File: config.mk
export PLATFORM = sky130hd
export DESIGN_NAME = bpa_cell
export DESIGN_NICKNAME = d
export VERILOG_FILES = /design/src/hw/rtl/bpa_pkg.sv /design/src/hw/rtl/bpa_cell.sv
export SDC_FILE = /design/constraint.sdc
export NUM_CORES = 1
export LEC_CHECK = 0
export ABC_AREA = 1
export BUFFER_PORTS_ARGS = -buffer_cell sky130_fd_sc_hd__clkbuf_2
export CAP_MARGIN = 30
export CORE_AREA = 2 2 134 136
export DETAILED_ROUTE_END_ITERATION = 10
export DIE_AREA = 0 0 136 138
export MAX_ROUTING_LAYER = met4
export PLACE_DENSITY = 0.72
export SETUP_SLACK_MARGIN = 0.15
export SYNTH_ARGS = -nofsm -noshare
export SYNTH_HDL_FRONTEND = slang
export SYNTH_SLANG_ARGS = --single-unit
File: constraint.sdc
create_clock -name aclk -period 4.5 [get_ports aclk]
set_input_delay 0.675 -clock aclk [delete_from_list [all_inputs] [get_ports aclk]]
set_output_delay 0.675 -clock aclk [all_outputs]
set_load 0.1 [all_outputs]
File: src/hw/rtl/bpa_pkg.sv
// ----------------------------------------------------------------------------
// bpa_pkg
// Shared types and constants for the bounded priority admission block.
// ----------------------------------------------------------------------------
package bpa_pkg;

    localparam int DEPTH_DEF = 16;
    localparam int CAP_W     = 5;
    localparam int ID_W      = 16;
    localparam int FEE_W     = 32;
    localparam int TS_W      = 32;
    localparam int OCC_W     = 5;

    localparam logic [CAP_W-1:0] CAP_RESET = 5'd16;

    // one held transaction
    typedef struct packed {
        logic [TS_W-1:0]  tstamp;
        logic [FEE_W-1:0] fee;
        logic [ID_W-1:0]  id;
    } entry_t;

    // row-wide commit control
    typedef struct packed {
        logic upd;   // commit the new row contents
        logic repl;  // replace the lowest entry instead of appending
    } row_ctl_t;

endpackage

File: src/hw/rtl/bpa_cell.sv
// ----------------------------------------------------------------------------
// bpa_cell
// One position of the sorted entry row. Keeps its entry and slot number,
// compares them against the offered key and takes its next contents from
// itself, the key or a neighbor.
// ----------------------------------------------------------------------------
module bpa_cell #(
    parameter int INDEX  = 0,
    parameter int SLOT_W = 4,
    parameter int CNT_W  = 5
) (
    input  logic               aclk,
    input  bpa_pkg::row_ctl_t  ctl,
    input  logic [CNT_W-1:0]   held_count,
    input  bpa_pkg::entry_t    key_entry,
    input  logic [SLOT_W-1:0]  key_slot,
    input  bpa_pkg::entry_t    left_entry,
    input  logic [SLOT_W-1:0]  left_slot,
    input  logic               left_below,
    input  bpa_pkg::entry_t    right_entry,
    input  logic [SLOT_W-1:0]  right_slot,
    input  logic               right_below,
    output bpa_pkg::entry_t    own_entry,
    output logic [SLOT_W-1:0]  own_slot,
    output logic               own_below
);
    import bpa_pkg::*;

    entry_t            entry_reg, entry_next;
    logic [SLOT_W-1:0] slot_reg, slot_next;
    logic              occupied;
    logic              fee_lt, fee_eq, ts_gt, ts_eq, slot_lt;

    assign occupied = CNT_W'(INDEX) < held_count;

    // order: lower fee, then newer timestamp, then lower slot is lower priority
    assign fee_lt  = entry_reg.fee < key_entry.fee;
    assign fee_eq  = entry_reg.fee == key_entry.fee;
    assign ts_gt   = entry_reg.tstamp > key_entry.tstamp;
    assign ts_eq   = entry_reg.tstamp == key_entry.tstamp;
    assign slot_lt = slot_reg < key_slot;

    assign own_below = occupied &&
        (fee_lt || (fee_eq && (ts_gt || (ts_eq && slot_lt))));

    always_comb begin
        entry_next = entry_reg;
        slot_next  = slot_reg;
        if (ctl.repl) begin
            // head leaves, entries left of the insertion point move down
            if (right_below) begin
                entry_next = right_entry;
                slot_next  = right_slot;
            end else if (own_below || INDEX == 0) begin
                entry_next = key_entry;
                slot_next  = key_slot;
            end
        end else begin
            // append: entries at or past the insertion point move up
            if (!own_below) begin
                if (left_below) begin
                    entry_next = key_entry;
                    slot_next  = key_slot;
                end else begin
                    entry_next = left_entry;
                    slot_next  = left_slot;
                end
            end
        end
    end

    always_ff @(posedge aclk) begin
        if (ctl.upd) begin
            entry_reg <= entry_next;
            slot_reg  <= slot_next;
        end
    end

    assign own_entry = entry_reg;
    assign own_slot  = slot_reg;

endmodule

==> impl_metrics.yaml, run 1 <==
power_and_ir_drop:
  switching_power_mw: 1.174
  combPwrFrac_pct: 39.0
  power_mw: 2.829
  p_clk_share_pct: 26.0
  intPower_mw: 1.655
  p_leak_nw: 4.314
  vdd_drop_max_uv: 178.7
  p_sw_share_pct: 41.51
  power_frac_seq_pct: 35.0
  p_per_area_nw_per_um2: 320.6
finish:
  drive_above_1_share_pct: 32.91
  fillCellCount: 1744
  area_growth_pct: 31.86
  final_core_util_pct: 50.33
  diodes: 0
  nets: 1506
critical_path:
  worstPathArrival_ns: 2.70
  crit_path_start: "key_entry[55]"
  path_class: "input port to output pin"
  path_max_fanout: 2
  r2r-start: "own_entry[55]$_DFFE_PP_"
  cp-end-kind: "output pin"
  reg2regPathDepth: 15
  timing.rr.end: "own_slot[2]$_DFFE_PP_"
  r2r_setup_slack_ns: 1.36
  required_ns: 3.83
  startpoint_type: "input port"
die:
  io_pins: 347
  die-area_um2: 18770
  core_area_um2: 17530
  fp.dieW_um: 136
  die_height_um: 138
  initial_core_util_pct: 38.17
  rows: 49
global_route:
  antenna_found_initial: 0
  grt_overflow: 0
  grt_max_degree: 100
  grt_pass1_wl_mm: 33.98
  grt_usage_pct: 23.62
  grt_pass1_vias: 6966
sta:
  finalHoldViolations: 0
  skew_ns: 0.006258
  hold_slack_ns: 0.6270
  drv_slew: 0
  rsz0062_at_grt: "false"
  min_period_ns: 3.379
  tightest_slew_ns: 0.9103
  finalSetupTns_ns: 0
  max_freq_mhz: 296.0
  max_slew_margin_pct: 39.31
  finalSetupViolations: 0
  fin_crit_sh_pct: 75.09
synthesis:
  synth_edf_count: 84
  ys_top_cells_by_area: "edfxtp_1 (38%), ha_1 (13%), o21ai_0 (12%), a21oi_1 (7.1%), nor2_1 (6.8%)"
  async_flop_share_pct: 0
  seq_area_frac_synth_pct: 37.69
  synth_nets: 1197
  netlist_area_um2: 6693
  synth.most_common_cell: "o21ai_0"
  avgSynthCellArea_um2: 7.710
  synth_cell_type_count: 30
  syn_inst: 868
  ys.flop_type: "edfxtp_1"
  yosysWarnings: 0
  synth_commonest_cells: "o21ai_0 (162), nor2_1 (121), a21oi_1 (95)"
  ys_ff_latch: 84
  yosys.area.top_type: "edfxtp_1"
  synth_top_area_share_pct: 37.69
drt:
  avgRoutedWirePerCell_um: 15.62
  vias: 7319
  drtPass1Iterations: 4
  wirelength_mm: 22.04
  via_per_inst: 5.187
  drc_errors: 0
  drt_iter0_markers: 384
  ant_nets: 0
hold_path:
  hold_path_startpoint: "right_entry[26]"
  worstHoldPathCells: 3
  hp-class: "input port to register"
  min_to: "own_entry[26]$_DFFE_PP_"
placed_design:
  dp_hpwl_mm: 16.73
  io_buffers: 346
  gp_congestion: 0.8484
cts:
  cts_max_path_buffers: 2
  root_buffer: "clkbuf_16"
  cts_resized: 0
  cts_inserted_buffers: 9
  clock_sinks: 84
  htree_num_levels: 3
  cts_hold_buf: 0
  clk_latency_ns: 0.34
  cts_post_setup_buffers_inserted: 0
  clk_pin_slew_ns: 0.06
  cts_tree: "built"
run_status:
  status: "finished, final reports clean"
flow_run:
  maxCapViolCount: 0
flip-flops by register name, indices dropped and copies added, names as in the netlist:
signal / count
own_entry: 80
own_slot: 4
through the flow:
step	setup WS, ns	cell area [um2]	instances
floorplan	0.4151	6693	868
global placement	0.9507	8539	1395
detailed placement	0.8690	8539	1395
CTS	1.090	8825	1411
global route	0.9032	8825	1411
finish	1.121	8825	1411
critical path, cell delays in order:
cell and delay [ns]:
clkbuf_2 0.10, inv_1 0.06, ha_1 0.29, nand2_1 0.07, nor2_1 0.18, nand2_1 0.07
nor2_1 0.11, nand2_1 0.14, nand2_1 0.10, nor2_1 0.04, nand2_1 0.13, nand2_1 0.10
a21oi_1 0.14, clkbuf_2 0.48
worst max path at each step:
stage / to / slack, ns / cells after the start
6_report: own_below / 1.12 / 14
5_1_grt: own_below / 0.90 / 14
4_1_cts: own_below / 1.09 / 14
3_5_place_dp: own_entry[24]$_DFFE_PP_ / 0.87 / 17
3_3_place_gp: own_entry[31]$_DFFE_PP_ / 0.95 / 17
2_1_floorplan: own_entry[0]$_DFFE_PP_ / 0.42 / 13
layout by cell type (no fill, tap or decap):
master     synthesis  layout
edfxtp_1          84      84
clkbuf_1          32       2
nor2_4             3       3
inv_8              1       1
o211ai_1           1       1
clkinv_4           0       1
nor3b_2            1       1
a21oi_1           95      95
o21a_1             3       3
nand4_2            1       1
bufinv_16          0       1
nand3_1            5       5
clkbuf_2           1     345
o22ai_1           18      18
nand2_2            8       8
buf_12             0       1
buf_4              2       6
ha_1              67      67
and2_0             1       1
nor2_2             2       2
nand2_1           66      66
o21ai_0          162     162
a21oi_2            1       1
clkbuf_16          0       9
nor4_4             1       1
nand2_4            1       1
o21ai_1           80      80
a21o_1             2       2
nor2_1           121     121
clkinv_2           0       3
nand3_2            1       1
inv_2              3       2
inv_4              0       1
nor3_1             1       1
inv_1             85      84
clkinv_1           0       1
cell families after synthesis:
logic type,after synthesis,synth area share [%]
flip-flops,84,37.69
adder cells (fa/ha/maj),67,12.53
AO/OA/AOI/OAI,362,27.69
buffers and inverters,143,8.618
AND/OR/NAND/NOR,212,13.48
layout make-up:
type | instances | area [um2] | share of cell area, %
clock buffer | 11 | 232.7 | 2.637
sequential | 84 | 2522 | 28.58
inverter | 89 | 345.3 | 3.913
tap | 229 | 286.5 | 3.247
timing repair buffer | 352 | 1792 | 20.30
multi-input combinational | 641 | 3593 | 40.72
clock inverter | 5 | 52.55 | 0.5955
power by group through the flow:
stage | Clock [mW] | Sequential (mW) | Combinational [mW]
finish | 0.737 | 0.990 | 1.10
CTS | 0.758 | 0.990 | 1.11
floorplan | 0 | 1.47 | 0.356
detailed placement | 0 | 1.01 | 1.11
global placement | 0 | 1.00 | 1.09
global route | 0.794 | 0.997 | 1.19
layer usage:
metal	vias to the layer above	wire length, um	global-route usage, %
li1	3649	-	-
met1	3348	8951	26.70
met2	286	10940	41.13
met3	36	1603	5.281
met4	0	539	7.456
met5	-	0	-
Note: power is estimated with default switching activity, not from simulation.
==> run 2, diff against run 1 <==
Clock period 4.5 ns to 3.4 ns, I/O delays scaled along.
==> run 2 against run 1 <==
Compared with the run above:
- highest routed layer unchanged
- total power grew 38%
- clock power grew 52%
- core utilization grew 0.57 points
- largest power group unchanged
- die area is the same
==> impl_metrics.yaml, run 2 (same netlist as run 1, synthesis figures left out) <==
run_status:
  status: "finished, final reports clean"
drt:
  ant_nets: 0
  drt_iter0_markers: 466
  avgRoutedWirePerCell_um: 15.71
  wirelength_mm: 22.19
  vias: 7360
  via_per_inst: 5.212
  drc_errors: 0
  drtPass1Iterations: 5
die:
  fp.dieW_um: 136
  rows: 49
  die_height_um: 138
  core_area_um2: 17530
  die-area_um2: 18770
  io_pins: 347
  initial_core_util_pct: 38.17
cts:
  cts_hold_buf: 0
  clk_latency_ns: 0.34
  cts_max_path_buffers: 2
  cts_post_setup_buffers_inserted: 0
  cts_inserted_buffers: 9
  clock_sinks: 84
  htree_num_levels: 3
  root_buffer: "clkbuf_16"
  cts_tree: "built"
  clk_pin_slew_ns: 0.06
  cts_resized: 0
sta:
  drv_slew: 0
  setup_ws_ns: 0.4986
  tightest_slew_ns: 0.5937
  max_freq_mhz: 344.7
  finalHoldViolations: 0
  hold_slack_ns: 0.4650
  finalSetupViolations: 0
  min_period_ns: 2.901
  skew_ns: 0.009167
  finalSetupTns_ns: 0
  fin_crit_sh_pct: 85.34
  rsz0062_at_grt: "false"
  max_slew_margin_pct: 60.42
finish:
  final_core_util_pct: 50.90
  drive_above_1_share_pct: 33.25
  final_common_cell: "clkbuf_2"
  largest_reg_flops: 80
  final_cell_mix: "clkbuf_2 (344), o21ai_0 (162), nor2_1 (121)"
  area_growth_pct: 33.35
  final_design_area_no_fill_um2: 8925
  post_layout_nonfiller_instances: 1412
  nets: 1507
global_route:
  grt_max_degree: 93
  grt_pass1_vias: 6776
  grt_usage_pct: 23.38
  grt_pass1_wl_mm: 33.74
  grt_overflow: 0
  antenna_found_initial: 1
placed_design:
  dp_cells: 1396
  placedInstanceArea_um2: 8593
  post-place-ws_ns: 0.4376
  gp_congestion: 0.8492
  io_buffers: 346
  dp_hpwl_mm: 16.71
critical_path:
  path_class: "register to output pin"
  required_ns: 2.89
  path_max_fanout: 2
  cp-end-kind: "output pin"
  worstPathArrival_ns: 2.39
  startpoint_type: "register"
flow_run:
  maxCapViolCount: 0
power_and_ir_drop:
  p_leak_nw: 4.346
  vdd_drop_max_uv: 228.2
  power_mw: 3.903
  p_per_area_nw_per_um2: 437.3
hold_path:
  hp-class: "input port to register"
run 2: changes by cell type in the layout (fill, tap and decap cells not counted), sizes merged:
cell | previous run | this run
diode | 0 | 1
buf | 7 | 9
clkinvlp | 0 | 1
bufinv | 1 | 3
clkinv | 5 | 3
clkbuf | 356 | 353
run 2: routing by layer:
metal	vias up	GRT usage, %	wire length, um
met3	60	4.364	1678
met2	348	37.45	10420
met1	3306	28.46	9221
li1	3646	-	-
met4	0	10.64	865
met5	-	-	0
run 2: area by class of cell:
class,count,area (um2)
tap,229,286.5
multi-input combinational,641,3610
clock inverter,6,103.9
timing repair buffer,353,1827
inverter,89,347.8
antenna,1,2.502
clock buffer,9,225.2
sequential,84,2522
fill,1721,8610
run 2: path summary, 6_finish.rpt:
kind                                 from                      end  slack (ns)  cells past startpoint
setup / recovery  own_entry[46]$_DFFE_PP_                own_below        0.50                     10
hold / removal            right_entry[33]  own_entry[33]$_DFFE_PP_        0.47                      3
setup reg to reg  own_entry[63]$_DFFE_PP_  own_entry[31]$_DFFE_PP_        0.72                     14
hold reg to reg   own_entry[32]$_DFFE_PP_  own_entry[64]$_DFFE_PP_        1.70                     10
run 2: critical path, stage by stage, from the launching register on:
cell	delay, ns
edfxtp_1	0.44
ha_1	0.32
nand2_2	0.08
nor2_4	0.12
nand2_2	0.07
nor3b_2	0.24
nand3_1	0.16
nor2_1	0.11
nand2_1	0.09
a21oi_2	0.22
buf_12	0.20
run 2: where the power goes:
group	internal [mW]	switching [mW]	total, mW
Combinational	0.370	1.10	1.47
Sequential	1.26	0.0485	1.31
Clock	0.709	0.408	1.12
Total	2.34	1.56	3.90
